### config.mk
export PLATFORM = sky130hd
export DESIGN_NAME = vat_regs
export DESIGN_NICKNAME = d
export VERILOG_FILES = /design/src/design/vat_pkg.sv /design/src/design/vat_regs.sv
export SDC_FILE = /design/constraint.sdc
export NUM_CORES = 1
export LEC_CHECK = 0
export BUFFER_PORTS_ARGS = -buffer_cell sky130_fd_sc_hd__clkbuf_2
export CAP_MARGIN = 20
export CORE_ASPECT_RATIO = 0.5
export CORE_MARGIN = 4
export CORE_UTILIZATION = 40
export CTS_CLUSTER_DIAMETER = 120
export DETAILED_ROUTE_END_ITERATION = 16
export GPL_TIMING_DRIVEN = 0
export PLACE_DENSITY = 0.68
export SYNTH_ARGS = -nofsm -noshare
export SYNTH_HDL_FRONTEND = slang
export SYNTH_SLANG_ARGS = --single-unit
### constraint.sdc
create_clock -name clk -period 3.2 [get_ports clk]
set_clock_uncertainty 0.1 [all_clocks]
set_input_delay 0.32 -clock clk [delete_from_list [all_inputs] [get_ports clk]]
set_output_delay 0.32 -clock clk [all_outputs]
set_load 0.05 [all_outputs]
### src/design/vat_pkg.sv
// shared types, constants and tables for the vertex affine transform
`timescale 1ns / 1ps
`default_nettype none

package vat_pkg;

  // default parameter values
  localparam int COORD_WIDTH  = 16;
  localparam int FRAC_BITS    = 8;
  localparam int CORDIC_STEPS = 16;

  // configuration port geometry
  localparam int CFG_IDX_W  = 3;
  localparam int CFG_DATA_W = 16;
  localparam int ANGLE_W    = 14;

  // register indexes
  localparam logic [CFG_IDX_W-1:0] REG_MODE           = 3'd0;
  localparam logic [CFG_IDX_W-1:0] REG_OFFSET_X       = 3'd1;
  localparam logic [CFG_IDX_W-1:0] REG_OFFSET_Y       = 3'd2;
  localparam logic [CFG_IDX_W-1:0] REG_SCALE_X        = 3'd3;
  localparam logic [CFG_IDX_W-1:0] REG_SCALE_Y        = 3'd4;
  localparam logic [CFG_IDX_W-1:0] REG_ROTATION_ANGLE = 3'd5;
  localparam logic [CFG_IDX_W-1:0] REG_SHEAR_X        = 3'd6;
  localparam logic [CFG_IDX_W-1:0] REG_SHEAR_Y        = 3'd7;

  // transform modes, codes six and seven pass the vertex through
  localparam logic [2:0] MODE_TRANSLATE = 3'd0;
  localparam logic [2:0] MODE_ROTATE    = 3'd1;
  localparam logic [2:0] MODE_SCALE     = 3'd2;
  localparam logic [2:0] MODE_NEG_Y     = 3'd3;
  localparam logic [2:0] MODE_NEG_X     = 3'd4;
  localparam logic [2:0] MODE_SHEAR     = 3'd5;

  // scale factor of one in q8.8
  localparam logic signed [CFG_DATA_W-1:0] SCALE_ONE = 16'sd256;

  // trig unit
  localparam int TRIG_W      = 18;      // q1.14 cos/sin plus headroom
  localparam int TRIG_FRAC   = 14;
  localparam int Z_W         = 26;      // angle residual, degrees * 65536
  localparam int Z_SHIFT     = 12;      // sixteenths of a degree to degrees * 65536
  localparam int ATAN_ENTRIES = 24;
  localparam int ATAN_IDX_W  = 5;
  localparam logic signed [TRIG_W-1:0] CORDIC_GAIN_INV = 18'sd9949;
  localparam int TURN_SIXTEENTHS = 5760;
  localparam int HALF_TURN       = 2880;
  localparam int QUARTER_TURN    = 1440;

  typedef struct packed {
    logic        [2:0]            mode;
    logic signed [CFG_DATA_W-1:0] offset_x;
    logic signed [CFG_DATA_W-1:0] offset_y;
    logic signed [CFG_DATA_W-1:0] scale_x;
    logic signed [CFG_DATA_W-1:0] scale_y;
    logic signed [ANGLE_W-1:0]    rotation_angle;
    logic signed [CFG_DATA_W-1:0] shear_x;
    logic signed [CFG_DATA_W-1:0] shear_y;
  } cfg_t;

  typedef struct packed {
    logic                     busy;
    logic signed [TRIG_W-1:0] cos_val;
    logic signed [TRIG_W-1:0] sin_val;
  } trig_t;

  // arctangent of 2^-i in degrees * 65536
  function automatic logic signed [Z_W-1:0] atan_entry(input logic [ATAN_IDX_W-1:0] i);
    logic signed [Z_W-1:0] r;
    case (i)
      5'd0:    r = 26'sd2949120;
      5'd1:    r = 26'sd1740967;
      5'd2:    r = 26'sd919879;
      5'd3:    r = 26'sd466945;
      5'd4:    r = 26'sd234379;
      5'd5:    r = 26'sd117304;
      5'd6:    r = 26'sd58666;
      5'd7:    r = 26'sd29335;
      5'd8:    r = 26'sd14668;
      5'd9:    r = 26'sd7334;
      5'd10:   r = 26'sd3667;
      5'd11:   r = 26'sd1833;
      5'd12:   r = 26'sd917;
      5'd13:   r = 26'sd458;
      5'd14:   r = 26'sd229;
      5'd15:   r = 26'sd115;
      5'd16:   r = 26'sd57;
      5'd17:   r = 26'sd29;
      5'd18:   r = 26'sd14;
      5'd19:   r = 26'sd7;
      5'd20:   r = 26'sd4;
      5'd21:   r = 26'sd2;
      5'd22:   r = 26'sd1;
      default: r = '0;
    endcase
    return r;
  endfunction

endpackage

`default_nettype wire

### src/design/vat_regs.sv
// configuration register file
`timescale 1ns / 1ps
`default_nettype none

module vat_regs (
  input  wire logic                                clk,
  input  wire logic                                rst,
  input  wire logic                                cfg_we,
  input  wire logic [vat_pkg::CFG_IDX_W-1:0]       cfg_index,
  input  wire logic [vat_pkg::CFG_DATA_W-1:0]      cfg_data,
  output vat_pkg::cfg_t                            cfg,
  output logic                                     angle_wr
);

  always_ff @(posedge clk) begin
    if (rst) begin
      cfg.mode           <= vat_pkg::MODE_TRANSLATE;
      cfg.offset_x       <= '0;
      cfg.offset_y       <= '0;
      cfg.scale_x        <= vat_pkg::SCALE_ONE;
      cfg.scale_y        <= vat_pkg::SCALE_ONE;
      cfg.rotation_angle <= '0;
      cfg.shear_x        <= '0;
      cfg.shear_y        <= '0;
    end else if (cfg_we) begin
      unique case (cfg_index)
        vat_pkg::REG_MODE:           cfg.mode <= cfg_data[2:0];
        vat_pkg::REG_OFFSET_X:       cfg.offset_x <= cfg_data;
        vat_pkg::REG_OFFSET_Y:       cfg.offset_y <= cfg_data;
        vat_pkg::REG_SCALE_X:        cfg.scale_x <= cfg_data;
        vat_pkg::REG_SCALE_Y:        cfg.scale_y <= cfg_data;
        vat_pkg::REG_ROTATION_ANGLE: cfg.rotation_angle <= cfg_data[vat_pkg::ANGLE_W-1:0];
        vat_pkg::REG_SHEAR_X:        cfg.shear_x <= cfg_data;
        vat_pkg::REG_SHEAR_Y:        cfg.shear_y <= cfg_data;
        default: ;
      endcase
    end
  end

  // restarts the trig unit
  assign angle_wr = cfg_we && (cfg_index == vat_pkg::REG_ROTATION_ANGLE);

endmodule

`default_nettype wire

==> reports/qor.log <==
[floorplan] core area 0.01054 sq mm
[finish] register with the most flip-flops cfg
[routing] total via count after detailed routing 3284
[critical_path] Crit path arrival time 1.56 ns
[flow_run] number of max-cap violations 0
[critical_path] Reg2Reg Depth 2
[floorplan] effective utilization at floorplan 0.4234
[clock_tree] clk buf depth 2
[clock_tree] clock tree from TritonCTS built
[finish] number of inserted filler cells in the final layout 998
[routing] remaining antenna violation count 0
[logic_synthesis] flops & latches, synth 113
[logic_synthesis] sequential element share of the synthesized area 0.5069
[timing] post-route fraction of the period consumed by the critical path 0.6184
[clock_tree] # H-tree levels 4
[logic_synthesis] number of warnings printed during yosys synthesis 0
[logic_synthesis] most used flip-flop cell after synthesis dfxtp_1
[clock_tree] Clk Latency, worst-skew pair 0.41 ns
[logic_synthesis] total nets after synthesis 420
[finish] Largest regs cfg (113)
[critical_path] critical path capture point type output pin
[routing] final routed DRC violation total 0
[timing] Hold Violations, Final 0
[routing] Routed WL 11820 um
[logic_synthesis] Synth top area share 0.5069
[logic_synthesis] total standard cell area after synthesis 0.004463 sq mm
[outcome] outcome complete, no violations
[floorplan] placement row count 26
[logic_synthesis] fraction of synthesis flops using an asynchronous set or reset pin 0
[worst_hold_path] Worst Hold Depth 3
[power] worst vdd ir 0.2996 mV
[floorplan] total die area 0.01301 sq mm
[floorplan] number of ports placed on the die boundary 136
[placement] instance area at placement 0.005299 sq mm
[clock_tree] number of hold buffers added after cts 0
[critical_path] kind of critical path in2out
[critical_path] CP startpoint kind input port
[critical_path] required time at the worst-slack endpoint 2.78 ns
[grt] wire length of the first global-routing pass 18190 um
[logic_synthesis] ranking of synthesized cells by area dfxtp_1 51%, mux2i_1 25%, nand2b_1 18%, buf_2 1.1%, clkbuf_1 1.1%
[logic_synthesis] mean cell area of the mapped netlist 11.21 sq um
[clock_tree] number of CTS-inserted buffers 17
[routing] Pre-Repair DR Iteration Count 4
[finish] Area growth syn-to-layout 32.41%
[finish] ratio of cells with drive above 1 in the final layout 0.3274
[finish] Sequential cell area 0.002262 sq mm
[clock_tree] post-CTS resize count 0
[finish] Largest register FFs 113
[grt] initial antenna violation count 0
[grt] maximum number of pins on one net before global-route repair 17
[critical_path] maximum fanout count along the critical path 10
[placement] sum of net half-perimeters after detailed placement 8339 um
[routing] routed length per instance 16.84 um
[finish] Final nets 571
[power] Tot Pwr 3.696 mW
[timing] transition time of the tightest slew-check pin 0.4988 ns
[placement] Port Buf Inserts 132
[clock_tree] total clock sinks 113
[grt] leftover overflow at the end of global routing 0
[floorplan] DIE HEIGHT 82.69 um
[grt] GR Util All Layers 0.1878
[clock_tree] CTS clock-pin slew for the worst setup and hold paths 0.05 ns
[routing] count of routing violations after the opening detailed-route iteration 74
[power] Leakage 3.075 nW
[logic_synthesis] number of flops mapped to enable cells by yosys 0
[timing] Period minus WS final 1.979 ns
[logic_synthesis] post-synthesis cell count 398
[placement] placer's final routability congestion estimate 0.7340
[logic_synthesis] count of distinct cell types in the synthesized netlist 16
[worst_hold_path] path type of the worst min-delay path in2reg
[grt] via count of the first global-routing pass 3331
[timing] Highest Clock Rate 0.5053 GHz
[logic_synthesis] dominant cell type by area after synthesis dfxtp_1
[floorplan] chip width 157.4 um
[timing] final total negative setup slack 0 ns
[clock_tree] number of setup buffers added after CTS 0
[timing] setup repair after global routing missed its margin false
[finish] Design Area, Final 0.005909 sq mm
[timing] Max-slew headroom 0.6674
[finish] diode count 0
[finish] area of the multi-input gates 0.002027 sq mm
[clock_tree] clock root buffer clkbuf_16
[power] power per standard cell area 625.5 mW/mm^2
[timing] max-slew violation count 0
[routing] Via-to-Cell Ratio 4.678
[timing] final setup violation count 0
## logic make-up after synthesis
| group | share of synthesized area |
|---|---|
| buffers and inverters | 0.03897 |
| flip-flops | 0.5069 |
| AND/OR/NAND/NOR | 0.2007 |
| multiplexers | 0.2534 |
## worst max-delay path: stages
cell and delay (ns):
clkbuf_2 0.14, nand4b_2 0.40, buf_2 0.33, inv_1 0.08
clkbuf_2 0.27
## per-layer routing
metal  track usage  wire (um)
met1        0.2389       5657
met2        0.2983       5411
met3       0.05934        550
met4       0.07897        203
met5             0          0
## layout make-up
type	instances	area share
inverter	1	0.0006352
timing repair buffer	132	0.1118
clock buffer	23	0.08596
clock inverter	9	0.01736
tap	140	0.02964
sequential	113	0.3828
multi-input combinational	251	0.3430
buffer	33	0.02880
## synthesized netlist by cell type (2+ instances only)
master / instances
buf_6: 2
nand4b_1: 2
nand2b_1: 127
clkbuf_1: 13
buf_2: 10
nor2_1: 3
nand4bb_1: 2
dfxtp_1: 113
mux2i_1: 113
buf_1: 3
buf_4: 5
## cell usage in the layout, fill, tap and decap left out, types with 4 or more instances in the layout
cell and count:
mux2i_1 113, clkbuf_1 13, nand2b_1 127, buf_2 10, clkinv_2 4, clkbuf_2 132, clkbuf_8 6, clkbuf_16 17
buf_4 5, dfxtp_1 113
## path summary, 6_finish.rpt
check	from	to	slack (ns)
max	cfg_index[1]	angle_wr	1.22
min	cfg_data[8]	cfg[54]	0.14
max reg2reg	cfg[42]	cfg[42]	2.46
min reg2reg	cfg[80]	cfg[80]	0.37
## power by group
part | total [mW] | leakage, nW | switching [mW] | internal (mW)
logic | 0.311 | 1.86 | 0.216 | 0.0955
registers | 1.46 | 0.914 | 0.0169 | 1.44
clock network | 1.93 | 0.297 | 0.665 | 1.26
## through the flow
| step | instances | util | hold WS (ns) | setup slack (ns) |
|---|---|---|---|---|
| floorplan | 398 | - | 0.3910 | 1.482 |
| global placement | 670 | 0.5027 | 0.3602 | 1.218 |
| detailed placement | 670 | 0.5027 | 0.3653 | 1.227 |
| CTS | 702 | 0.5607 | 0.1201 | 1.212 |
| global route | 702 | 0.5607 | 0.1434 | 1.180 |
| finish | 702 | 0.5607 | 0.1369 | 1.221 |
(Power assumes the default switching activity.)
