`src/design/vat_pkg.sv`:
```
// shared types, constants and tables for the vertex affine transform
`timescale 1ns / 1ps
`default_nettype none

package vat_pkg;

  // default parameter values
  localparam int COORD_WIDTH  = 16;
  localparam int FRAC_BITS    = 8;
  localparam int CORDIC_STEPS = 16;

  // configuration port geometry
  localparam int CFG_IDX_W  = 3;
  localparam int CFG_DATA_W = 16;
  localparam int ANGLE_W    = 14;

  // register indexes
  localparam logic [CFG_IDX_W-1:0] REG_MODE           = 3'd0;
  localparam logic [CFG_IDX_W-1:0] REG_OFFSET_X       = 3'd1;
  localparam logic [CFG_IDX_W-1:0] REG_OFFSET_Y       = 3'd2;
  localparam logic [CFG_IDX_W-1:0] REG_SCALE_X        = 3'd3;
  localparam logic [CFG_IDX_W-1:0] REG_SCALE_Y        = 3'd4;
  localparam logic [CFG_IDX_W-1:0] REG_ROTATION_ANGLE = 3'd5;
  localparam logic [CFG_IDX_W-1:0] REG_SHEAR_X        = 3'd6;
  localparam logic [CFG_IDX_W-1:0] REG_SHEAR_Y        = 3'd7;

  // transform modes, codes six and seven pass the vertex through
  localparam logic [2:0] MODE_TRANSLATE = 3'd0;
  localparam logic [2:0] MODE_ROTATE    = 3'd1;
  localparam logic [2:0] MODE_SCALE     = 3'd2;
  localparam logic [2:0] MODE_NEG_Y     = 3'd3;
  localparam logic [2:0] MODE_NEG_X     = 3'd4;
  localparam logic [2:0] MODE_SHEAR     = 3'd5;

  // scale factor of one in q8.8
  localparam logic signed [CFG_DATA_W-1:0] SCALE_ONE = 16'sd256;

  // trig unit
  localparam int TRIG_W      = 18;      // q1.14 cos/sin plus headroom
  localparam int TRIG_FRAC   = 14;
  localparam int Z_W         = 26;      // angle residual, degrees * 65536
  localparam int Z_SHIFT     = 12;      // sixteenths of a degree to degrees * 65536
  localparam int ATAN_ENTRIES = 24;
  localparam int ATAN_IDX_W  = 5;
  localparam logic signed [TRIG_W-1:0] CORDIC_GAIN_INV = 18'sd9949;
  localparam int TURN_SIXTEENTHS = 5760;
  localparam int HALF_TURN       = 2880;
  localparam int QUARTER_TURN    = 1440;

  typedef struct packed {
    logic        [2:0]            mode;
    logic signed [CFG_DATA_W-1:0] offset_x;
    logic signed [CFG_DATA_W-1:0] offset_y;
    logic signed [CFG_DATA_W-1:0] scale_x;
    logic signed [CFG_DATA_W-1:0] scale_y;
    logic signed [ANGLE_W-1:0]    rotation_angle;
    logic signed [CFG_DATA_W-1:0] shear_x;
    logic signed [CFG_DATA_W-1:0] shear_y;
  } cfg_t;

  typedef struct packed {
    logic                     busy;
    logic signed [TRIG_W-1:0] cos_val;
    logic signed [TRIG_W-1:0] sin_val;
  } trig_t;

  // arctangent of 2^-i in degrees * 65536
  function automatic logic signed [Z_W-1:0] atan_entry(input logic [ATAN_IDX_W-1:0] i);
    logic signed [Z_W-1:0] r;
    case (i)
      5'd0:    r = 26'sd2949120;
      5'd1:    r = 26'sd1740967;
      5'd2:    r = 26'sd919879;
      5'd3:    r = 26'sd466945;
      5'd4:    r = 26'sd234379;
      5'd5:    r = 26'sd117304;
      5'd6:    r = 26'sd58666;
      5'd7:    r = 26'sd29335;
      5'd8:    r = 26'sd14668;
      5'd9:    r = 26'sd7334;
      5'd10:   r = 26'sd3667;
      5'd11:   r = 26'sd1833;
      5'd12:   r = 26'sd917;
      5'd13:   r = 26'sd458;
      5'd14:   r = 26'sd229;
      5'd15:   r = 26'sd115;
      5'd16:   r = 26'sd57;
      5'd17:   r = 26'sd29;
      5'd18:   r = 26'sd14;
      5'd19:   r = 26'sd7;
      5'd20:   r = 26'sd4;
      5'd21:   r = 26'sd2;
      5'd22:   r = 26'sd1;
      default: r = '0;
    endcase
    return r;
  endfunction

endpackage

`default_nettype wire

```
`src/design/vat_cordic.sv`:
```
// iterative rotation-mode cordic producing cos and sin of the configured angle
`timescale 1ns / 1ps
`default_nettype none

module vat_cordic #(
  parameter int CORDIC_STEPS = vat_pkg::CORDIC_STEPS
) (
  input  wire logic                               clk,
  input  wire logic                               rst,
  input  wire logic                               start,
  input  wire logic signed [vat_pkg::ANGLE_W-1:0] angle,
  output vat_pkg::trig_t                          trig
);

  localparam int TW     = vat_pkg::TRIG_W;
  localparam int ZW     = vat_pkg::Z_W;
  localparam int AW     = vat_pkg::ANGLE_W + 1;
  localparam int STEP_W = $clog2(CORDIC_STEPS);
  localparam logic [STEP_W-1:0] LAST_STEP = STEP_W'(CORDIC_STEPS - 1);
  localparam logic signed [AW-1:0] HALF    = AW'(vat_pkg::HALF_TURN);
  localparam logic signed [AW-1:0] QUARTER = AW'(vat_pkg::QUARTER_TURN);
  localparam logic signed [AW-1:0] TURN    = AW'(vat_pkg::TURN_SIXTEENTHS);

  logic                  loading;
  logic [STEP_W-1:0]     step;
  logic                  flip;
  logic signed [TW-1:0]  cx;
  logic signed [TW-1:0]  cy;
  logic signed [ZW-1:0]  z;

  logic signed [AW-1:0]  ang_wrap;
  logic signed [AW-1:0]  ang_fold;
  logic                  flip_next;
  logic signed [TW-1:0]  cx_next;
  logic signed [TW-1:0]  cy_next;
  logic signed [ZW-1:0]  z_next;
  logic signed [ZW-1:0]  atan_k;

  // angle into (-180, 180], then fold into +-90 with a sign flip
  always_comb begin
    ang_wrap = AW'(angle);
    if (ang_wrap > HALF) begin
      ang_wrap = ang_wrap - TURN;
    end else if (ang_wrap <= -HALF) begin
      ang_wrap = ang_wrap + TURN;
    end
    ang_fold  = ang_wrap;
    flip_next = 1'b0;
    if (ang_wrap > QUARTER) begin
      ang_fold  = ang_wrap - HALF;
      flip_next = 1'b1;
    end else if (ang_wrap < -QUARTER) begin
      ang_fold  = ang_wrap + HALF;
      flip_next = 1'b1;
    end
  end

  // one micro-rotation
  always_comb begin
    atan_k = vat_pkg::atan_entry(vat_pkg::ATAN_IDX_W'(step));
    if (!z[ZW-1]) begin
      cx_next = cx - (cy >>> step);
      cy_next = cy + (cx >>> step);
      z_next  = z - atan_k;
    end else begin
      cx_next = cx + (cy >>> step);
      cy_next = cy - (cx >>> step);
      z_next  = z + atan_k;
    end
  end

  always_ff @(posedge clk) begin
    if (rst) begin
      trig.busy <= 1'b1;
      loading   <= 1'b1;
      step      <= '0;
    end else if (start) begin
      trig.busy <= 1'b1;
      loading   <= 1'b1;
      step      <= '0;
    end else if (loading) begin
      loading <= 1'b0;
      flip    <= flip_next;
      cx      <= vat_pkg::CORDIC_GAIN_INV;
      cy      <= '0;
      z       <= ZW'(ang_fold) <<< vat_pkg::Z_SHIFT;
    end else if (trig.busy) begin
      cx <= cx_next;
      cy <= cy_next;
      z  <= z_next;
      if (step == LAST_STEP) begin
        trig.busy    <= 1'b0;
        trig.cos_val <= flip ? -cx_next : cx_next;
        trig.sin_val <= flip ? -cy_next : cy_next;
      end else begin
        step <= step + 1'b1;
      end
    end
  end

  a_done_after_last_step : assert property (@(posedge clk) disable iff (rst)
    $fell(trig.busy) |-> ($past(step) == LAST_STEP) && !$past(loading))
    else $error("trig unit finished early");

  a_load_before_steps : assert property (@(posedge clk) disable iff (rst)
    loading |-> trig.busy && (step == '0))
    else $error("trig unit loading while idle");

endmodule

`default_nettype wire

```
`config.mk`:
```
export PLATFORM = sky130hd
export DESIGN_NAME = vat_cordic
export DESIGN_NICKNAME = d
export VERILOG_FILES = /design/src/design/vat_pkg.sv /design/src/design/vat_cordic.sv
export SDC_FILE = /design/constraint.sdc
export NUM_CORES = 1
export LEC_CHECK = 0
export BUFFER_PORTS_ARGS = -buffer_cell sky130_fd_sc_hd__buf_2
export CAP_MARGIN = 5
export CORE_ASPECT_RATIO = 1.4
export CORE_MARGIN = 5
export CORE_UTILIZATION = 35
export CTS_BUF_LIST = sky130_fd_sc_hd__clkbuf_2
export DETAILED_ROUTE_END_ITERATION = 16
export PLACE_DENSITY = 0.59
export SYNTH_ARGS = -nofsm -noshare
export SYNTH_HDL_FRONTEND = slang
export SYNTH_SLANG_ARGS = --single-unit
```
`constraint.sdc`:
```
create_clock -name clk -period 5.9 [get_ports clk]
set_input_delay 0 -clock clk [delete_from_list [all_inputs] [get_ports clk]]
set_output_delay 0 -clock clk [all_outputs]
set_load 0.1 [all_outputs]
```
==> run_results.csv, run 1 <==
group,metric,value,unit
global_routing,grt_pass1_wl,52500,um
yosys,yosys.cell_types.count,93,
final_layout,final_util,39.2,%
yosys,ys_seq_elements,127,
sta,finalSetupTns,0,ns
yosys,synth-xor-area-share,10.2,%
power_and_ir_drop,leakage,5.25,nW
status,outcome,"finished, final reports clean",
final_layout,layout-drive-gt1-share,14.2,%
critical_path,rr_worst_depth,19,
global_routing,grt_max_degree,80,
cts,cts.sinks,127,
detailed_routing,drt_wl_total,32500,um
yosys,async_reset_ff_share,0,%
floorplan,ios,54,
sta,finClkSkew,0.0526,ns
final_layout,design_area,13300,um2
yosys,synth_edf_count,99,
global_routing,grt_antenna_before_repair,1,
critical_path,r2r_setup_slack,0.36,ns
sta,max_slew_margin,37.7,%
cts,htreeDepth,4,
final_layout,layout.cells.non_filler,1842,
critical_path,worstSetupPathType,"reg2reg",
critical_path,cp_max_fo,20,
floorplan,core.rowCount,80,
critical_path,cp-end-kind,"register",
yosys,yosys.area_share.simple,17.4,%
yosys,synth_top_family_by_area,"compound AO/OA/AOI/OAI gates",
yosys,synth_fa_ha_area_share,8.48,%
sta,period_share,93.9,%
sta,rsz0062_at_grt,"false",
yosys,avgSynthCellArea,9.21,um2
sta,setup_ws,0.357,ns
floorplan,dieWidth,167,um
floorplan,dieArea,38300,um2
min_path,holdPathStages,6,
yosys,ys_seq_area_share,29.3,%
yosys,synth_compound_area_share,19.2,%
cts,cts_made_buffers,17,
detailed_routing,ant_nets,0,
placement,gp_congestion,0.940,
global_routing,grt_pass1_vias,10300,
cts,clk_latency,0.80,ns
min_path,min_to,"z[21]$_DFFE_PP_",
job,cap_violations,0,
critical_path,reg2reg_to,"trig[35]$_DFFE_PP_",
sta,max_freq,180,MHz
detailed_routing,drtIter0Drc,541,
sta,period_needed,5.54,ns
placement,dp_slack,0.150,ns
power_and_ir_drop,ir_drop,0.103,mV
critical_path,cp-start-kind,"register",
critical_path,worst_ep_required_time,6.45,ns
cts,cts_buffer_depth,2,
cts,clock-root-buffer,"clkbuf_2",
sta,hold_violations,0,
sta,worst_slew_pin_slew,0.926,ns
placement,port_buffers,53,
final_layout,final_nets,1474,
yosys,ys.flop_type,"edfxtp_1",
detailed_routing,viasPerCell,5.59,
detailed_routing,drc,0,
yosys,syn_area,12100,um2
critical_path,cp.arrival,6.09,ns
min_path,hold_class,"in2reg",
yosys,synth_mux_area_share,11.3,%
yosys,syn_nets,1407,
placement,hpwl,24800,um
power_and_ir_drop,p_per_area,232,nW/um2
placement,postPlaceCellArea,12800,um2
final_layout,area_delta_synth_final,10.5,%
detailed_routing,drtPass1Iterations,7,
cts,path_clk_slew,0.19,ns
yosys,yosys_warnings,0,
power_and_ir_drop,p_total,3.10,mW
critical_path,r2r_start,"step[1]$_SDFFE_PP0P_",
yosys,synth_cells,1310,
min_path,worstHoldStart,"angle[9]",
sta,finalHoldWorstSlack,0.223,ns
sta,finalSetupViolCount,0,
global_routing,grt.total_usage,16.7,%
sta,slew_viol_final,0,
cts,cts_tree,"yes",
detailed_routing,wire_per_inst,17.6,um
floorplan,floorplan.core_area,34000,um2
floorplan,start_util,35.4,%
detailed_routing,via_count,10300,
global_routing,gr-total-overflow,0,
placement,dp_cells,1784,
floorplan,die_h,230,um
[repair_timing]
| action | 4_1_cts | 5_1_grt |
|---|---|---|
| buffers inserted | 0 | 2 |
| setup endpoints to repair | 0 | 12 |
| gates resized for setup | 0 | 8 |
| hold endpoints to repair | 41 | 0 |
| hold buffers | 23 | 0 |
[placed cells by master (no fill, tap or decap), drive strengths merged, types with 11 or more instances in the layout]
| cell | synthesis | final |
|---|---|---|
| clkbuf | 35 | 21 |
| a21o | 23 | 23 |
| ha | 77 | 77 |
| dfxtp | 28 | 28 |
| a31oi | 14 | 14 |
| nand3 | 24 | 24 |
| nor2 | 116 | 116 |
| nand2 | 89 | 89 |
| edfxtp | 99 | 99 |
| o211ai | 11 | 11 |
| and3 | 18 | 18 |
| nor2b | 29 | 29 |
| a21oi | 106 | 106 |
| a211oi | 12 | 12 |
| o21a | 13 | 13 |
| mux2i | 31 | 31 |
| nand2b | 14 | 14 |
| and2 | 16 | 16 |
| inv | 55 | 58 |
| xor2 | 67 | 67 |
| or2 | 15 | 15 |
| o21ai | 77 | 77 |
| xnor2 | 72 | 72 |
| dlygate4sd3 | 0 | 23 |
| nor3 | 34 | 34 |
| or3 | 15 | 15 |
| mux2 | 13 | 13 |
| buf | 22 | 82 |
| mux4 | 39 | 39 |
[layer usage]
metal  part of all wire, %  track usage (%)  vias to the layer above  wire length (um)
met5                     0                0                        -                 0
met4                   3.9             7.34                        0              1250
met3                   3.7             2.59                       76              1190
met2                    54             32.2                      264             17500
met1                    39             17.9                     4928             12500
li1                      -                -                     5026                 -
[worst max path at each step]
stage / start / end / cells past startpoint
after floorplan: trig[36]$_SDFFE_PP1N_ / trig[0]$_DFFE_PP_ / 1
after global placement: step[1]$_SDFFE_PP0P_ / trig[35]$_DFFE_PP_ / 18
after detailed placement: step[1]$_SDFFE_PP0P_ / trig[35]$_DFFE_PP_ / 18
after CTS: step[1]$_SDFFE_PP0P_ / trig[35]$_DFFE_PP_ / 18
after global routing: step[1]$_SDFFE_PP0P_ / trig[35]$_DFFE_PP_ / 19
final: step[1]$_SDFFE_PP0P_ / trig[35]$_DFFE_PP_ / 19
[power breakdown]
group          total (mW)  switching (mW)  internal, mW
combinational        1.40           0.800         0.601
clock               0.595           0.353         0.242
sequential           1.10          0.0444          1.06
total                3.10            1.20          1.90
[flip-flops by register name, indices dropped and copies added, names as in the netlist]
register  flops
atan_k       22
cx           18
cy           18
flip          1
loading       1
step          4
trig         37
z            26
[cell usage after synthesis (6+ instances only)]
cell	number	area, um2
or3_1	15	93.8
nand2_1	89	334
buf_2	10	50.1
a21oi_1	106	531
nand3_1	24	120
nand4_1	7	43.8
nor2b_1	29	181
mux2_2	10	113
o21a_1	13	97.6
buf_6	6	67.6
nand3b_1	8	60.1
nand2b_1	14	87.6
a2111oi_0	10	87.6
dfxtp_1	28	561
inv_1	55	206
and3_1	17	106
a211oi_1	10	75.1
o22ai_1	7	43.8
nor2_1	115	432
o211ai_1	11	82.6
o31ai_1	10	75.1
nor3_1	32	160
edfxtp_1	99	2970
or2_2	12	75.1
a31oi_1	13	81.3
and2_1	16	100
mux4_2	34	766
nor4_1	7	43.8
a21o_1	23	173
ha_1	77	963
o21ai_0	72	360
mux2i_1	31	310
xnor2_1	71	622
xor2_1	67	587
clkbuf_1	35	131
[critical path: stages (launching register included)]
cell and delay (ns):
dfxtp_2 0.48, buf_4 0.32, mux4_1 0.63, mux2i_2 0.34, o21ai_0 0.28, a211oi_2 0.34
nand3_1 0.18, o21bai_1 0.18, xnor2_1 0.10, ha_1 0.27, nor4_2 0.39, o21ai_0 0.27
o211ai_1 0.23, buf_4 0.16, nand4_1 0.12, a31oi_1 0.24, xor2_1 0.40, nand2_1 0.09
o21ai_0 0.20, xor2_1 0.09
[kinds of logic (layout without fill, tap and decap cells)]
| family | after synthesis | after routing |
|---|---|---|
| and+or+nand+nor | 414 | 414 |
| AOI/OAI and AO/OA | 354 | 354 |
| xor gates and xnor gates | 139 | 139 |
| DFF | 127 | 127 |
| buffers and inverters | 113 | 193 |
| muxes | 83 | 83 |
| adders and majority gates | 80 | 80 |
| other | 0 | 1 |
[layout make-up]
class,count,area (um2)
clock inverter,11,138
fill,3411,20700
sequential,127,3540
timing repair buffer,105,717
inverter,56,210
antenna,1,2.50
multi-input combinational,1070,8060
clock buffer,21,105
tap,451,564
Power figures use the tool's default switching activity.
==> inputs of run 2 (changes only) <==
--- a/config.mk
+++ b/config.mk
@@ -5,6 +5,7 @@
 export SDC_FILE = /design/constraint.sdc
 export NUM_CORES = 1
 export LEC_CHECK = 0
+export ABC_AREA = 1
 export BUFFER_PORTS_ARGS = -buffer_cell sky130_fd_sc_hd__buf_2
 export CAP_MARGIN = 5
 export CORE_ASPECT_RATIO = 1.4
==> run 2 against run 1 <==
Die area shrank 1.2%. Via count grew 10%. Register-to-register slack gained 0.61 ns. Fmax grew 12%. Clock power is essentially flat. Critical endpoint is now trig[34]$_DFFE_PP_. Worst setup slack gained 0.61 ns.
==> run_results.csv, run 2 <==
group,metric,value,unit
sta,max_freq,203,MHz
sta,period_share,83.6,%
yosys,yosys_warnings,0,
yosys,post-synth-top-count-cell,"nand2_1",
final_layout,largest_reg_flops,37,
yosys,synth_top_area_share,25.0,%
sta,worst_slew_pin_slew,0.993,ns
detailed_routing,drt_wl_total,32500,um
sta,max_slew_margin,33.7,%
power_and_ir_drop,leakage,6.32,nW
sta,hold_violations,0,
detailed_routing,drtPass1Iterations,7,
cts,htreeDepth,4,
yosys,syn_area,11900,um2
critical_path,cp_slowest_stage_delay,0.64,ns
critical_path,path_buf_inv,2,
yosys,syn_nets,1859,
global_routing,grt_pass1_wl,53000,um
critical_path,cp-start-kind,"register",
final_layout,final_common_cell,"nand2_1",
power_and_ir_drop,p_per_area,240,nW/um2
floorplan,ios,54,
sta,finClkSkew,0.0472,ns
final_layout,area_delta_synth_final,10.1,%
global_routing,grt_max_degree,52,
cts,cts_buffer_depth,2,
cts,cts_made_buffers,17,
final_layout,nFillCells,3756,
critical_path,cp_common_cell,"nand2_1",
critical_path,cp.arrival,5.51,ns
cts,clock-root-buffer,"clkbuf_2",
yosys,synth.largest_area_cell,"edfxtp_1",
placement,postPlaceCellArea,12600,um2
power_and_ir_drop,p_sw_share,42.6,%
global_routing,grt.total_usage,17.0,%
floorplan,dieWidth,166,um
placement,gp_congestion,0.885,
yosys,yosys.cell_types.count,43,
yosys,ys.flop_type,"edfxtp_1",
detailed_routing,wire_per_inst,14.2,um
detailed_routing,drtIter0Drc,747,
sta,rsz0062_at_grt,"false",
detailed_routing,drc,0,
critical_path,cp_max_fo,29,
final_layout,final_cell_mix,"nand2_1, inv_1, nand3_1",
cts,path_clk_slew,0.22,ns
final_layout,design_area,13100,um2
yosys,synth_common_cells,"nand2_1, inv_1, nand3_1, nor2_1, a21oi_1",
final_layout,final_util,38.8,%
global_routing,grt_pass1_vias,11000,
critical_path,crit_family,"compound AO/OA/AOI/OAI gates",
critical_path,worstSetupPathType,"reg2reg",
global_routing,grt_antenna_before_repair,1,
floorplan,dieArea,37900,um2
placement,hpwl,25200,um
cts,clk_latency,0.80,ns
yosys,ys_seq_area_share,29.7,%
detailed_routing,ant_nets,0,
detailed_routing,via_count,11300,
critical_path,cp-end-kind,"register",
job,cap_violations,0,
final_layout,top_register,"trig",
floorplan,core.rowCount,80,
final_layout,layout-drive-gt1-share,8.12,%
yosys,ys_seq_elements,127,
cts,cts.sinks,127,
floorplan,floorplan.core_area,33800,um2
yosys,synthTopCellsByArea,"edfxtp_1, nand2_1, ha_1",
placement,port_buffers,53,
power_and_ir_drop,ir_drop,0.100,mV
power_and_ir_drop,combPwrFrac,46.6,%
yosys,synth_edf_count,99,
detailed_routing,viasPerCell,4.96,
cts,cts_tree,"yes",
critical_path,critPathSlowestCell,"dfxtp_1",
power_and_ir_drop,p_sw,1.34,mW
floorplan,start_util,35.2,%
sta,period_needed,4.93,ns
power_and_ir_drop,cell_internal_pwr,1.81,mW
critical_path,worst_ep_required_time,6.48,ns
floorplan,die_h,228,um
yosys,async_reset_ff_share,0,%
yosys,avgSynthCellArea,6.76,um2
global_routing,gr-total-overflow,0,
min_path,hold_class,"in2reg",
power_and_ir_drop,p_seq_share,34.6,%
yosys,synth_cells,1762,
status,outcome,"finished, final reports clean",
final_layout,final_nets,1919,
power_and_ir_drop,clockPowerShare,18.8,%
sta,finalSetupViolCount,0,
sta,finalSetupTns,0,ns
sta,slew_viol_final,0,
## run 2: cell types whose count changed in the layout (fill, tap and decap cells not counted), moves of 15 or more
cell	change
mux4_2	-34
nor2_1	+37
or3_1	-15
inv_1	+138
xnor2_1	-37
nand3_1	+144
a21o_1	-16
and3_1	-17
nor2b_1	-29
nand2_1	+421
mux2i_1	-30
o21ai_0	+25
## run 2: power groups by stage
| stage | Combinational (mW) | Clock [mW] | Sequential [mW] |
|---|---|---|---|
| after floorplan | 1.14 | 0 | 1.10 |
| after global placement | 1.44 | 0 | 1.11 |
| after detailed placement | 1.45 | 0 | 1.11 |
| after CTS | 1.48 | 0.621 | 1.09 |
| after global routing | 1.68 | 0.664 | 1.09 |
| final | 1.47 | 0.592 | 1.09 |
## run 2: cells by family (layout without fill, tap and decap cells)
family,after synthesis,in the layout,synth area share (%)
compound gates,272,272,12.7
xor+xnor,108,108,7.94
fa+ha+maj,80,80,8.59
buf+inv,249,322,8.24
flops,127,127,29.7
other cells,0,1,0
simple gates,926,926,32.9
## run 2: repair_timing
item,CTS,global route
endpoints found under the hold margin,51,0
setup buffers,0,0
gates resized for setup,0,0
hold buffers,24,0
## run 2: cell type report
cell class | instances | area, um2 | share of cell area, %
Sequential cell | 127 | 3530 | 26.9
Clock inverter | 13 | 148 | 1.13
Antenna cell | 1 | 2.50 | 0.0191
Timing Repair Buffer | 92 | 618 | 4.71
Multi-Input combinational cell | 1386 | 7420 | 56.5
Clock buffer | 19 | 95.1 | 0.725
Tap cell | 451 | 564 | 4.30
Inverter | 198 | 743 | 5.66
## run 2: worst min-delay path: cells and delay by family
kind / cells / cell delay (ns)
compound gates: 2 / 0.21
buf+inv: 2 / 0.20
simple gates: 4 / 0.34
## run 2: routing by layer
| layer | GRT usage (%) | vias up | wire, um |
|---|---|---|---|
| li1 | - | 5930 | - |
| met4 | 6.29 | 0 | 964 |
| met1 | 18.5 | 5171 | 13100 |
| met2 | 32.8 | 193 | 17500 |
| met5 | 0 | - | 0 |
| met3 | 2.51 | 47 | 884 |
## run 2: worst paths after layout
| check | startpoint | to | slack, ns | cells after the start |
|---|---|---|---|---|
| worst max-delay path | step[0]$_SDFFE_PP0P_ | trig[34]$_DFFE_PP_ | 0.97 | 26 |
| worst min-delay path | angle[8] | z[20]$_DFFE_PP_ | 0.12 | 8 |
| worst max register to register | step[0]$_SDFFE_PP0P_ | trig[34]$_DFFE_PP_ | 0.97 | 26 |
| worst min register to register | cx[0]$_SDFFCE_PP1P_ | trig[18]$_DFFE_PP_ | 0.66 | 1 |
## run 2: stage by stage
step                setup WS (ns)  hold WS [ns]  power [mW]  instances
floorplan                   0.675         0.158        2.24       1762
global placement             1.05         0.290        2.55       2230
detailed placement           1.03         0.291        2.57       2230
CTS                         0.957        0.0187        3.19       2286
global route                0.364        0.0306        3.44       2287
finish                      0.966         0.119        3.15       2287
